===== config.mk =====
export PLATFORM = sky130hd
export DESIGN_NAME = bitmap_block_allocator
export DESIGN_NICKNAME = d
export VERILOG_FILES = /design/src/rtl/bba_pkg.sv /design/src/rtl/bba_map_mem.sv /design/src/rtl/bba_div.sv /design/src/rtl/bitmap_block_allocator.sv
export SDC_FILE = /design/constraint.sdc
export NUM_CORES = 1
export LEC_CHECK = 0
export BUFFER_PORTS_ARGS = -buffer_cell sky130_fd_sc_hd__buf_2
export CAP_MARGIN = 20
export CORE_MARGIN = 10
export CORE_UTILIZATION = 48
export CTS_CLUSTER_SIZE = 28
export DETAILED_ROUTE_END_ITERATION = 6
export GPL_ROUTABILITY_DRIVEN = 1
export PLACE_DENSITY = 0.7
export SYNTH_ARGS = -nofsm -noshare
export SYNTH_HDL_FRONTEND = slang
export SYNTH_SLANG_ARGS = --single-unit

===== constraint.sdc =====
create_clock -name clk_i -period 5.1 [get_ports clk_i]
set_input_delay 0.51 -clock clk_i [delete_from_list [all_inputs] [get_ports clk_i]]
set_output_delay 0.51 -clock clk_i [all_outputs]
set_load 0.005 [all_outputs]

===== src/rtl/bba_pkg.sv =====
// Shared constants for the bitmap block allocator: field widths, request and status codes.
package bba_pkg;

  // Field widths
  localparam int ADDR_W    = 32;
  localparam int SIZE_W    = 16;
  localparam int STATUS_W  = 3;
  localparam int IDX_OUT_W = 7;
  localparam int BB_W      = SIZE_W + 1;

  // Occupancy map word geometry
  localparam int WORD_W = 32;
  localparam int WBIT_W = 5;

  // Request types
  localparam logic REQ_ALLOC = 1'b0;
  localparam logic REQ_FREE  = 1'b1;

  // Result status codes
  localparam logic [STATUS_W-1:0] ST_ALLOC   = 3'd0;
  localparam logic [STATUS_W-1:0] ST_FREED   = 3'd1;
  localparam logic [STATUS_W-1:0] ST_BADSIZE = 3'd2;
  localparam logic [STATUS_W-1:0] ST_FULL    = 3'd3;
  localparam logic [STATUS_W-1:0] ST_OUTSIDE = 3'd4;

endpackage


===== src/rtl/bba_map_mem.sv =====
// Occupancy map storage: one write port, one read port with registered read data.
module bba_map_mem import bba_pkg::*; #(
  parameter int DEPTH  = 4,
  parameter int ADDR_W = 2
) (
  input  logic              clk_i,
  input  logic              we_i,
  input  logic [ADDR_W-1:0] waddr_i,
  input  logic [WORD_W-1:0] wdata_i,
  input  logic              re_i,
  input  logic [ADDR_W-1:0] raddr_i,
  output logic [WORD_W-1:0] rdata_o
);

  logic [WORD_W-1:0] map_mem [DEPTH];
  logic [WORD_W-1:0] rdata_q;

  // Write port
  always_ff @(posedge clk_i) begin
    if (we_i) begin
      map_mem[waddr_i] <= wdata_i;
    end
  end

  // Read port, registered read data
  always_ff @(posedge clk_i) begin
    if (re_i) begin
      rdata_q <= map_mem[raddr_i];
    end
  end

  assign rdata_o = rdata_q;

endmodule


===== src/rtl/bba_div.sv =====
// Offset to block index by reciprocal multiplication and one correction step, with in-block offset.
module bba_div #(
  parameter int IDX_W       = 7,
  parameter int OFF_W       = 13,
  parameter int BLOCK_BYTES = 64
) (
  input  logic             clk_i,
  input  logic             rst_ni,
  input  logic             start_i,
  input  logic [OFF_W-1:0] dividend_i,
  output logic             done_o,
  output logic [IDX_W-1:0] quot_o,
  output logic [OFF_W-1:0] rem_o
);

  // floor(2^OFF_W / BLOCK_BYTES): the estimate is the true quotient or one below it
  localparam int     RECIP_W = OFF_W + 1;
  localparam int     MUL_W   = OFF_W + RECIP_W;
  localparam int     BACK_W  = IDX_W + OFF_W;
  localparam longint RECIP_L = (longint'(1) << OFF_W) / longint'(BLOCK_BYTES);
  localparam logic [RECIP_W-1:0] RECIP   = RECIP_W'(RECIP_L);
  localparam logic [OFF_W-1:0]   DIVISOR = OFF_W'(BLOCK_BYTES);

  logic [3:0]        step_q;
  logic              done_q;
  logic [OFF_W-1:0]  num_q;
  logic [IDX_W-1:0]  est_q;
  logic [OFF_W-1:0]  back_q;
  logic [IDX_W-1:0]  quot_q;
  logic [OFF_W-1:0]  rem_q;
  logic [MUL_W-1:0]  recip_prod;
  logic [BACK_W-1:0] back_prod;

  assign recip_prod = MUL_W'(num_q) * MUL_W'(RECIP);
  assign back_prod  = BACK_W'(est_q) * BACK_W'(DIVISOR);

  // Step control: one-hot walk through estimate, back-multiply, remainder, fix-up
  always_ff @(posedge clk_i or negedge rst_ni) begin
    if (!rst_ni) begin
      step_q <= '0;
      done_q <= 1'b0;
    end else if (start_i) begin
      step_q <= 4'b0001;
      done_q <= 1'b0;
    end else begin
      step_q <= {step_q[2:0], 1'b0};
      if (step_q[3]) begin
        done_q <= 1'b1;
      end
    end
  end

  // Datapath, one multiply or subtract per step
  always_ff @(posedge clk_i) begin
    if (start_i) begin
      num_q <= dividend_i;
    end
    if (step_q[0]) begin
      est_q <= recip_prod[OFF_W +: IDX_W];
    end
    if (step_q[1]) begin
      back_q <= OFF_W'(back_prod);
    end
    if (step_q[2]) begin
      quot_q <= est_q;
      rem_q  <= num_q - back_q;
    end
    // estimate one short: remainder is a full block too large
    if (step_q[3] && rem_q >= DIVISOR) begin
      quot_q <= IDX_W'(quot_q + 1'b1);
      rem_q  <= rem_q - DIVISOR;
    end
  end

  assign done_o = done_q;
  assign quot_o = quot_q;
  assign rem_o  = rem_q;

endmodule


===== src/rtl/bitmap_block_allocator.sv =====
// Allocate scans map words to the first with a clear bit, sets it and forms the address (multiply,
// add), or scans every word if the pool is full; free runs four divider steps, map read, write-back;
// bad size or outside pool go straight to the result. One request at a time; the next is taken the
// cycle after the result moves to the output register. After reset a clearing pass writes NUM_WORDS
// map words (one per cycle) with in_stall_o high; configuration writes are taken at any time.
module bitmap_block_allocator import bba_pkg::*; #(
  parameter int NUM_BLOCKS  = 128,
  parameter int BLOCK_BYTES = 64
) (
  input  logic                 clk_i,
  input  logic                 rst_ni,
  // configuration
  input  logic                 cfg_valid_i,
  output logic                 cfg_ready_o,
  input  logic [ADDR_W-1:0]    cfg_data_i,
  // request channel
  input  logic                 in_valid_i,
  output logic                 in_stall_o,
  input  logic                 req_type_i,
  input  logic [SIZE_W-1:0]    req_size_i,
  input  logic [ADDR_W-1:0]    free_addr_i,
  // result channel
  output logic                 out_valid_o,
  input  logic                 out_stall_i,
  output logic [STATUS_W-1:0]  status_o,
  output logic [ADDR_W-1:0]    block_addr_o,
  output logic [IDX_OUT_W-1:0] blk_idx_o
);

  localparam int NUM_WORDS  = (NUM_BLOCKS + WORD_W - 1) / WORD_W;
  localparam int WADDR_W    = (NUM_WORDS > 1) ? $clog2(NUM_WORDS) : 1;
  localparam int IDX_W      = $clog2(NUM_BLOCKS);
  localparam int POOL_BYTES = NUM_BLOCKS * BLOCK_BYTES;
  localparam int OFF_W      = $clog2(POOL_BYTES);
  localparam int PROD_W     = IDX_W + BB_W;
  localparam int SPLIT_W    = WADDR_W + WBIT_W;
  localparam int LAST_BITS  = NUM_BLOCKS - WORD_W * (NUM_WORDS - 1);
  localparam logic [WORD_W-1:0]  PAD_MASK   = ~({WORD_W{1'b1}} >> (WORD_W - LAST_BITS));
  localparam logic [WADDR_W-1:0] LAST_WORD  = WADDR_W'(NUM_WORDS - 1);
  localparam logic [ADDR_W-1:0]  POOL_LIMIT = ADDR_W'(POOL_BYTES);
  localparam logic [BB_W-1:0]    BLOCK_SIZE = BB_W'(BLOCK_BYTES);

  typedef enum logic [7:0] {
    S_CLEAR = 8'b0000_0001,
    S_IDLE  = 8'b0000_0010,
    S_SCAN  = 8'b0000_0100,
    S_MUL   = 8'b0000_1000,
    S_ADD   = 8'b0001_0000,
    S_DIV   = 8'b0010_0000,
    S_FWR   = 8'b0100_0000,
    S_OUT   = 8'b1000_0000
  } state_e;

  // Lowest clear bit of a map word
  function automatic logic [WBIT_W-1:0] first_zero(input logic [WORD_W-1:0] w);
    logic [WBIT_W-1:0] pos;
    pos = '0;
    for (int i = WORD_W - 1; i >= 0; i--) begin
      if (!w[i]) begin
        pos = WBIT_W'(i);
      end
    end
    return pos;
  endfunction

  state_e                 state_q, state_d;
  logic [ADDR_W-1:0]      pool_base_q;
  logic [WADDR_W-1:0]     word_q;
  logic                   out_valid_q;
  logic [ADDR_W-1:0]      addr_q;
  logic [IDX_W-1:0]       idx_q;
  logic [PROD_W-1:0]      prod_q;
  logic [STATUS_W-1:0]    res_status_q;
  logic [ADDR_W-1:0]      res_addr_q;
  logic [IDX_OUT_W-1:0]   res_idx_q;
  logic [STATUS_W-1:0]    out_status_q;
  logic [ADDR_W-1:0]      out_addr_q;
  logic [IDX_OUT_W-1:0]   out_idx_q;

  logic                   in_acc;
  logic                   out_load;
  logic [ADDR_W-1:0]      offset;
  logic                   outside;
  logic                   bad_size;
  logic [WORD_W-1:0]      rdata;
  logic [WORD_W-1:0]      scan_word;
  logic                   scan_hit;
  logic [WBIT_W-1:0]      scan_bit;
  logic [SPLIT_W-1:0]     scan_split;
  logic [SPLIT_W-1:0]     idx_split;
  logic [SPLIT_W-1:0]     quot_split;

  logic                   mem_we;
  logic [WADDR_W-1:0]     mem_waddr;
  logic [WORD_W-1:0]      mem_wdata;
  logic                   mem_re;
  logic [WADDR_W-1:0]     mem_raddr;

  logic                   div_start;
  logic                   div_done;
  logic [IDX_W-1:0]       div_quot;
  logic [OFF_W-1:0]       div_rem;

  // Handshakes
  assign cfg_ready_o = 1'b1;
  assign in_stall_o  = (state_q != S_IDLE);
  assign in_acc      = in_valid_i && !in_stall_o;
  assign out_load    = (state_q == S_OUT) && (!out_valid_q || !out_stall_i);

  // Request checks
  assign offset   = free_addr_i - pool_base_q;
  assign outside  = (offset >= POOL_LIMIT);
  assign bad_size = (req_size_i == '0) || ({1'b0, req_size_i} > BLOCK_SIZE);

  // Scan of the word just read; unused tail bits count as taken
  assign scan_word  = rdata | ((word_q == LAST_WORD) ? PAD_MASK : '0);
  assign scan_hit   = ~&scan_word;
  assign scan_bit   = first_zero(scan_word);
  assign scan_split = {word_q, scan_bit};
  assign idx_split  = SPLIT_W'(idx_q);
  assign quot_split = SPLIT_W'(div_quot);

  // Sequencer and map port control
  always_comb begin
    state_d   = state_q;
    mem_we    = 1'b0;
    mem_waddr = word_q;
    mem_wdata = '0;
    mem_re    = 1'b0;
    mem_raddr = '0;
    div_start = 1'b0;
    unique case (state_q)
      S_CLEAR: begin
        mem_we = 1'b1;
        if (word_q == LAST_WORD) begin
          state_d = S_IDLE;
        end
      end
      S_IDLE: begin
        if (in_acc) begin
          if (req_type_i == REQ_FREE) begin
            if (outside) begin
              state_d = S_OUT;
            end else begin
              div_start = 1'b1;
              state_d   = S_DIV;
            end
          end else if (bad_size) begin
            state_d = S_OUT;
          end else begin
            mem_re  = 1'b1;
            state_d = S_SCAN;
          end
        end
      end
      S_SCAN: begin
        if (scan_hit) begin
          mem_we    = 1'b1;
          mem_wdata = rdata | (WORD_W'(1) << scan_bit);
          state_d   = S_MUL;
        end else if (word_q == LAST_WORD) begin
          state_d = S_OUT;
        end else begin
          mem_re    = 1'b1;
          mem_raddr = WADDR_W'(word_q + 1'b1);
        end
      end
      S_MUL: begin
        state_d = S_ADD;
      end
      S_ADD: begin
        state_d = S_OUT;
      end
      S_DIV: begin
        if (div_done) begin
          mem_re    = 1'b1;
          mem_raddr = quot_split[SPLIT_W-1:WBIT_W];
          state_d   = S_FWR;
        end
      end
      S_FWR: begin
        mem_we    = 1'b1;
        mem_waddr = idx_split[SPLIT_W-1:WBIT_W];
        mem_wdata = rdata & ~(WORD_W'(1) << idx_split[WBIT_W-1:0]);
        state_d   = S_OUT;
      end
      S_OUT: begin
        if (out_load) begin
          state_d = S_IDLE;
        end
      end
      default: begin
        state_d = S_IDLE;
      end
    endcase
  end

  // Control registers
  always_ff @(posedge clk_i or negedge rst_ni) begin
    if (!rst_ni) begin
      state_q     <= S_CLEAR;
      word_q      <= '0;
      out_valid_q <= 1'b0;
      pool_base_q <= '0;
    end else begin
      state_q <= state_d;
      if (cfg_valid_i && cfg_ready_o) begin
        pool_base_q <= cfg_data_i;
      end
      if (state_q == S_CLEAR) begin
        word_q <= WADDR_W'(word_q + 1'b1);
      end else if (in_acc) begin
        word_q <= '0;
      end else if (state_q == S_SCAN && !scan_hit && word_q != LAST_WORD) begin
        word_q <= WADDR_W'(word_q + 1'b1);
      end
      if (out_load) begin
        out_valid_q <= 1'b1;
      end else if (!out_stall_i) begin
        out_valid_q <= 1'b0;
      end
    end
  end

  // Result datapath
  always_ff @(posedge clk_i) begin
    unique case (state_q)
      S_IDLE: begin
        if (in_acc) begin
          addr_q       <= free_addr_i;
          res_addr_q   <= '0;
          res_idx_q    <= '0;
          res_status_q <= (req_type_i == REQ_FREE) ? ST_OUTSIDE : ST_BADSIZE;
        end
      end
      S_SCAN: begin
        if (scan_hit) begin
          idx_q <= IDX_W'(scan_split);
        end else begin
          res_status_q <= ST_FULL;
        end
      end
      S_MUL: begin
        prod_q <= PROD_W'(idx_q) * PROD_W'(BLOCK_SIZE);
      end
      S_ADD: begin
        res_addr_q   <= pool_base_q + ADDR_W'(prod_q);
        res_idx_q    <= IDX_OUT_W'(idx_q);
        res_status_q <= ST_ALLOC;
      end
      S_DIV: begin
        if (div_done) begin
          idx_q      <= div_quot;
          res_addr_q <= addr_q - ADDR_W'(div_rem);
        end
      end
      S_FWR: begin
        res_idx_q    <= IDX_OUT_W'(idx_q);
        res_status_q <= ST_FREED;
      end
      default: begin
      end
    endcase
    if (out_load) begin
      out_status_q <= res_status_q;
      out_addr_q   <= res_addr_q;
      out_idx_q    <= res_idx_q;
    end
  end

  assign out_valid_o  = out_valid_q;
  assign status_o     = out_status_q;
  assign block_addr_o = out_addr_q;
  assign blk_idx_o    = out_idx_q;

  // Occupancy map
  bba_map_mem #(
    .DEPTH  (NUM_WORDS),
    .ADDR_W (WADDR_W)
  ) u_map (
    .clk_i   (clk_i),
    .we_i    (mem_we),
    .waddr_i (mem_waddr),
    .wdata_i (mem_wdata),
    .re_i    (mem_re),
    .raddr_i (mem_raddr),
    .rdata_o (rdata)
  );

  // Offset to block index
  bba_div #(
    .IDX_W       (IDX_W),
    .OFF_W       (OFF_W),
    .BLOCK_BYTES (BLOCK_BYTES)
  ) u_div (
    .clk_i      (clk_i),
    .rst_ni     (rst_ni),
    .start_i    (div_start),
    .dividend_i (OFF_W'(offset)),
    .done_o     (div_done),
    .quot_o     (div_quot),
    .rem_o      (div_rem)
  );

endmodule


==> results of run 1 <==
-- sequential cells by signal, summed over array words and instances, names as in the netlist, 4 cells and up --
name,cells
u_div.step_q,4
block_addr_o,32
res_idx_q,7
state_q,8
u_div.num_q,13
u_div.est_q,7
pool_base_q,32
u_div.back_q,7
u_div.quot_o,7
u_map.rdata_o,32
u_map.map_mem,128
addr_q,32
idx_q,7
blk_idx_o,7
res_addr_q,32
u_div.rem_o,13
prod_q,7
-- per-layer routing --
metal | vias to the layer above | global-route usage [%] | wire [um]
met3 | 83 | 4.72 | 4210
li1 | 6261 | - | -
met4 | 0 | 6.74 | 1350
met2 | 583 | 31.3 | 21800
met5 | - | 0 | 0
met1 | 6575 | 28.0 | 21300
-- through the flow --
stage	instances	setup WS (ns)	utilization (%)
floorplan	1607	0.922	-
global placement	2215	0.878	52.4
detailed placement	2215	0.758	52.4
CTS	2291	0.996	55.7
global route	2293	0.767	55.7
finish	2293	0.961	55.7
-- power groups by stage --
stage | Combinational (mW) | Sequential [mW] | Clock, mW
2_1_floorplan | 0.641 | 3.93 | 0
3_3_place_gp | 1.03 | 3.97 | 0
3_5_place_dp | 1.04 | 3.97 | 0
4_1_cts | 1.05 | 3.92 | 2.82
5_1_grt | 1.15 | 3.94 | 2.94
6_report | 1.05 | 3.92 | 2.76
-- cell type report --
type / instances / share of cell area [%]
flip-flops and latches: 385 / 53.5
well taps: 511 / 3.02
multi-input cells: 1091 / 32.3
inverters: 78 / 1.38
clock buffers: 48 / 5.08
repair buffers: 152 / 3.86
clock inverters: 28 / 0.834
-- critical path, delay by kind of cell (launching register included) --
family | cells | cell delay [ns]
buffers and inverters | 2 | 0.49
flip-flops | 1 | 0.32
AND/OR/NAND/NOR | 5 | 1.76
adder cells (fa/ha/maj) | 1 | 0.45
AO/OA/AOI/OAI | 4 | 0.82
-- cell usage in the layout (no fill, tap or decap), drive strengths merged, types with 16 or more instances in the layout --
cell,instances
ha,61
buf,152
edfxtp,337
a21oi,78
nand3,28
o21ai,145
xor2,35
and2,50
nor3,39
a31oi,59
nand2,190
nor2b,23
dfrtp,47
clkbuf,48
nor2,81
nand4,16
o22ai,32
xnor2,53
inv,79
clkinv,24
a211oi,34
-- logic make-up after synthesis --
family	share of synthesized area (%)
simple gates	13.4
compound gates	13.6
flops	61.0
buf+inv	2.67
xor+xnor	4.15
fa+ha+maj	4.54
mux	0.559
other cells	0.0202
-- worst paths after layout --
check / slack (ns) / startpoint / end
worst max-delay path: 0.96 / pool_base_q[14] / u_div.num_q[0]
worst min-delay path: 0.08 / rst_ni / pool_base_q[30]
worst max register to register: 0.96 / pool_base_q[14] / u_div.num_q[0]
worst min register to register: 0.41 / res_addr_q[23] / block_addr_o[23]
max in group asynchronous: 4.54 / rst_ni / pool_base_q[11]
min in group clk_i: 0.14 / free_addr_i[3] / addr_q[3]
==> metrics.md, run 1 <==
| Metric | Value |
|---|---|
| Crit path time final | `4.14 ns` |
| HPWL after detailed placement | `between 30 and 40 mm` |
| Full die area | `47000 um^2` |
| Worst EP required | `about 5.4 ns` |
| Total overflow reported by the global router | `0` |
| Count of antenna-violating nets left after detailed routing | `0` |
| Sequential Power Share | `between 50% and 60%` |
| Switching fraction of total power | `between 20% and 30%` |
| PortBufs | `between 100 and 150` |
| Final worst path period share | `approximately 80%` |
| Worst reg2reg path depth | `12` |
| Number of failing hold endpoints at the final stage | `0` |
| Static Leak | `7.60 nW` |
| Largest fanout of any net on the critical path | `19` |
| Count of unresolved DRC violations after routing | `0` |
| Top cell types by occurrence after synthesis | `sky130_fd_sc_hd__edfxtp_1 (337), sky130_fd_sc_hd__nand2_1 (190), sky130_fd_sc_hd__o21ai_0 (141)` |
| Max-cap violations | `0` |
| Synth-to-Final Area Change | `13.9%` |
| Dominant cell type by count on the critical path | `sky130_fd_sc_hd__or4_1` |
| Number of synthesized flops with an enable pin | `approximately 340` |
| Critical path endpoint category | `flop` |
| Wire length of the first global-routing pass | `approximately 75 mm` |
| Summed area of non-filler cells in the final layout | `between 20000 and 25000 um^2` |
| Worst EP arrival | `about 4.4 ns` |
| Area of the mapped netlist | `about 19000 um^2` |
| Routed wire per std cell | `roughly 21 um` |
| Number of levels in the clock H-tree | `2` |
| Count of warnings emitted by yosys | `0` |
| Worst slack on hold paths | `approximately 0.076 ns` |
| Hold buffers post-CTS | `0` |
| CTS-repair resized insts | `0` |
| Number of antenna diodes | `0` |
| Share of synthesized flip-flops with an asynchronous set or reset | `12.5%` |
| Post-Syn Area per Cell | `11.6 um^2` |
| Longest individual stage delay on the worst path | `0.53 ns` |
| Number of top-level pins | `131` |
| Most area-hungry cell type in the Yosys netlist | `sky130_fd_sc_hd__edfxtp_1` |
| Maximum buffer depth of the clock tree | `3` |
| Number of setup violations in the final report | `0` |
| Pins Over Slew Limit | `0` |
| Yosys top cell area share | `between 50% and 60%` |
| Internal Pwr Total | `~5.7 mW` |
| Proportion of power drawn by the clock network | `a little over a third` |
| Count leader, synth | `sky130_fd_sc_hd__edfxtp_1` |
| RSZ-0062 raised after global routing | `no` |
| Gpl congestion | `roughly 0.94` |
| Vias in the first global route | `between 10000 and 15000` |
| Row count | `71` |
| Number of library cell types mapped by synthesis | `70` |
| Clock latency reported for the late side of the worst-skew pair | `roughly 0.58 ns` |
| Final nets | `1900` |
| Area taken by flip-flops and latches | `around 11000 um^2` |
| Synthesized instance count | `1607` |
| Total clock buffers created by CTS | `41` |
| Pin count of the biggest net entering global routing | `65` |
| Total number of vias | `roughly 14000` |
| Initial Util | `roughly 49%` |
| Post-CTS clock slew at the launch and capture registers of the worst setup and hold paths | `0.06 ns` |
| Total wire length after detailed routing | `between 40 and 50 mm` |
| Part of the total power dissipated in combinational logic | `13.6%` |
| Ranking of synthesized cells by area | `sky130_fd_sc_hd__edfxtp_1 (54%), sky130_fd_sc_hd__dfrtp_1 (6.3%), sky130_fd_sc_hd__ha_1 (4.1%), sky130_fd_sc_hd__nand2_1 (3.8%), sky130_fd_sc_hd__o21ai_0 (3.8%)` |
| Syn nets | `~1800` |
| Worst-case clock skew | `approximately 0.028 ns` |
| Area of the multi-input gates | `between 6000 and 7000 um^2` |
| Detailed-routing iteration count for the pre-antenna-repair pass | `6` |
| Hold Path Class | `in2async` |
| Layout fillers | `between 3000 and 4000` |
| Iter 0 DRT Violations | `1239` |
| Maximum frequency from static timing analysis | `~240 MHz` |
| Peak supply drop | `about 0.00026 V` |
| Net switching component of the power | `between 2 and 2.5 mW` |
| Die extent in y | `217 um` |
| Root Driver | `sky130_fd_sc_hd__clkbuf_16` |
| Sequential fraction of the synthesis area | `between 60% and 70%` |
| Slew of the pin with the lowest slew margin | `about 1.1 ns` |
| Startpoint type of the worst setup path | `flop` |
| Critical Path Slowest Stage Cell | `sky130_fd_sc_hd__or4_4` |
| Total power | `approximately 7.7 mW` |
| Number of antenna violations at the first check in global routing | `0` |
| Final sum of negative setup slack | `0 ns` |
| List of cells traversed by the critical path | `clkinv_1 -> ha_1 -> a21oi_1 -> o21ai_0 -> or4_1 -> o22a_1 -> a21oi_2 -> nor3b_1 -> or4_1 -> or4_4 -> nor4_4 -> buf_4` |
| TritonCTS clock tree | `built` |
| Yosys reg bits | `roughly 390` |
| Placed Instance Area | `just under 20000 um^2` |
| Worst max-slew margin expressed relative to the limit | `approximately 30%` |
| GRT Resource Usage Total | `around a fifth` |
| Result of the run | `finished clean` |
| Std-Cell Core Area | `about 38000 um^2` |
| Leading register cell type out of synthesis | `sky130_fd_sc_hd__edfxtp_1` |
| Die X | `about 220 um` |
| Via density per instance | `around 5.9` |
| Postcts setup bufs | `0` |
| Fraction of layout instances using a drive strength above 1 | `between 10% and 20%` |
| Power density cells | `between 300 and 400 nW/um^2` |
| Clock tree sinks | `about 390` |
| Kind of critical path | `reg2reg` |
Power figures use the tool's default switching activity.
==> inputs of run 2 (changes only) <==
--- a/config.mk
+++ b/config.mk
@@ -12,7 +12,7 @@
 export CTS_CLUSTER_SIZE = 28
 export DETAILED_ROUTE_END_ITERATION = 6
 export GPL_ROUTABILITY_DRIVEN = 1
-export PLACE_DENSITY = 0.7
+export PLACE_DENSITY = 0.72
 export SYNTH_ARGS = -nofsm -noshare
 export SYNTH_HDL_FRONTEND = slang
 export SYNTH_SLANG_ARGS = --single-unit
==> constraint.sdc (replaced) <==
create_clock -name clk_i -period 3.45 [get_ports clk_i]
set_input_delay 0.345 -clock clk_i [delete_from_list [all_inputs] [get_ports clk_i]]
set_output_delay 0.345 -clock clk_i [all_outputs]
set_load 0.005 [all_outputs]
==> metrics.md, run 2 (synthesis gave the netlist of run 1 again) <==
| Metric | Value |
|---|---|
| GRT Resource Usage Total | `21.6%` |
| Pin count of the biggest net entering global routing | `65` |
| Most used cells in the layout excluding fill and tap cells | `sky130_fd_sc_hd__edfxtp_1 (337), sky130_fd_sc_hd__nand2_1 (190), sky130_fd_sc_hd__buf_4 (178)` |
| Total number of vias | `14300` |
| Final worst path period share | `106%` |
| Root Driver | `sky130_fd_sc_hd__clkbuf_16` |
| Peak supply drop | `between 0.0003 and 0.0004 V` |
| Worst EP required | `roughly 3.7 ns` |
| Wire length of the first global-routing pass | `79.8 mm` |
| Number of antenna diodes | `0` |
| Worst max-slew margin expressed relative to the limit | `39.6%` |
| Row count | `71` |
| Largest register FFs | `128` |
| Worst setup slack after layout | `-0.213 ns` |
| Largest register by flop count | `u_map.map_mem` |
| Iter 0 DRT Violations | `approximately 1300` |
| Std-Cell Core Area | `around 38000 um^2` |
| Worst reg2reg path depth | `13` |
| Detailed-routing iteration count for the pre-antenna-repair pass | `7` |
| Clock latency reported for the late side of the worst-skew pair | `about 0.56 ns` |
| Crit path time final | `between 3 and 4 ns` |
| Critical path endpoint category | `flop` |
| Worst EP arrival | `approximately 4 ns` |
| Maximum buffer depth of the clock tree | `3` |
| Final sum of negative setup slack | `-3.12 ns` |
| Kind of critical path | `reg2reg` |
| Non-Filler Instances | `about 2500` |
| Total overflow reported by the global router | `0` |
| TritonCTS clock tree | `built` |
| Total wire length after detailed routing | `approximately 51 mm` |
| Number of instances on the worst hold path | `1` |
| Initial Util | `between 40% and 50%` |
| Max-cap violations | `0` |
| Routed wire per std cell | `slightly above 20 um` |
| Slew of the pin with the lowest slew margin | `about 0.9 ns` |
| Total clock buffers created by CTS | `40` |
| Count of antenna-violating nets left after detailed routing | `0` |
| Die X | `~220 um` |
| Result of the run | `complete, but fails checks` |
| Maximum frequency from static timing analysis | `roughly 270 MHz` |
| Placed Instances | `between 2000 and 2500` |
| Gpl congestion | `roughly 0.95` |
| PortBufs | `129` |
| Worst-case clock skew | `0.0273 ns` |
| Number of levels in the clock H-tree | `2` |
| Vias in the first global route | `approximately 14000` |
| Number of failing hold endpoints at the final stage | `0` |
| Synth-to-Final Area Change | `23.8%` |
| Die extent in y | `approximately 220 um` |
| Startpoint type of the worst setup path | `flop` |
| Total power | `between 10 and 15 mW` |
| Static Leak | `8.55 nW` |
| HPWL after detailed placement | `between 30 and 40 mm` |
| Most common cell after layout, fill and taps aside | `sky130_fd_sc_hd__edfxtp_1` |
| Number of setup violations in the final report | `18` |
| Worst slack on hold paths | `roughly 0.023 ns` |
| Pins Over Slew Limit | `0` |
| RSZ-0062 raised after global routing | `yes` |
| Number of top-level pins | `between 100 and 150` |
| Number of antenna violations at the first check in global routing | `1` |
| Fraction of layout instances using a drive strength above 1 | `a little over a fifth` |
| Final cell utilization of the core | `between 60% and 70%` |
| Post-CTS clock slew at the launch and capture registers of the worst setup and hold paths | `approximately 0.060 ns` |
| Largest fanout of any net on the critical path | `9` |
| Final nets | `~2100` |
| Full die area | `roughly 47000 um^2` |
| Reg2reg setup slack | `-0.21 ns` |
| Count of unresolved DRC violations after routing | `0` |
| Failing checks | `setup timing` |
| Hold Path Class | `in2reg` |
| Clock tree sinks | `385` |
| Power density cells | `slightly above 500 nW/um^2` |
| Via density per instance | `5.74` |
[run 2: per-stage QoR]
stage	cell area, um^2	worst slack (ns)
finish	23000	-0.213
global route	23000	-0.348
global placement	21300	-0.350
detailed placement	21300	-0.384
floorplan	18700	-0.308
CTS	22900	-0.129
[run 2: report_power, final]
group	internal (mW)	leakage, nW	total, mW	switching, mW
Combinational	0.848	4.43	1.98	1.13
Sequential	5.59	3.51	5.77	0.179
Clock	2.29	0.604	4.10	1.82
[run 2: path summary, 6_finish.rpt]
| kind | startpoint | end |
|---|---|---|
| hold / removal | free_addr_i[1] | addr_q[1] |
| max in group asynchronous | rst_ni | state_q[0] |
| hold reg to reg | res_addr_q[31] | block_addr_o[31] |
| setup / recovery | pool_base_q[0] | u_div.num_q[10] |
| setup reg to reg | pool_base_q[0] | u_div.num_q[10] |
| min in group asynchronous | rst_ni | pool_base_q[15] |
[run 2: timing repair]
action,CTS,global route
hold endpoints to repair,59,0
pin swaps,0,4
setup endpoints to repair,26,29
hold buffers,28,0
gates cloned,0,1
gates resized for setup,16,11
setup buffers,1,2
[run 2: final cells by class]
type,instances,area [um^2]
flip-flops and latches,385,11300
fillers,3047,14900
well taps,511,639
clock buffers,43,1010
clock inverters,29,218
repair buffers,346,2490
multi-input cells,1091,7010
inverters,78,297
[run 2: routing by layer]
metal  wire length, um  GRT usage [%]  up-vias  part of all wire [%]
met2             22900           33.3      585                    45
met4              1080           6.04        2                   2.1
met1             23100           30.5     6946                    45
met5                 7              0        -                 0.014
met3              4210           4.36       79                   8.2
li1                  -              -     6640                     -
[run 2: worst max-delay path: stages (launching register included)]
cell and delay, ns:
sky130_fd_sc_hd__dfrtp_1 0.38, sky130_fd_sc_hd__ha_4 0.16, sky130_fd_sc_hd__fa_2 0.21, sky130_fd_sc_hd__nor2b_2 0.05
sky130_fd_sc_hd__o31a_1 0.29, sky130_fd_sc_hd__o31a_1 0.30, sky130_fd_sc_hd__o211ai_2 0.25, sky130_fd_sc_hd__mux2i_1 0.22
sky130_fd_sc_hd__nand4_1 0.11, sky130_fd_sc_hd__or4_1 0.47, sky130_fd_sc_hd__or4_4 0.47, sky130_fd_sc_hd__nor4_4 0.15
sky130_fd_sc_hd__buf_4 0.19, sky130_fd_sc_hd__clkbuf_16 0.15
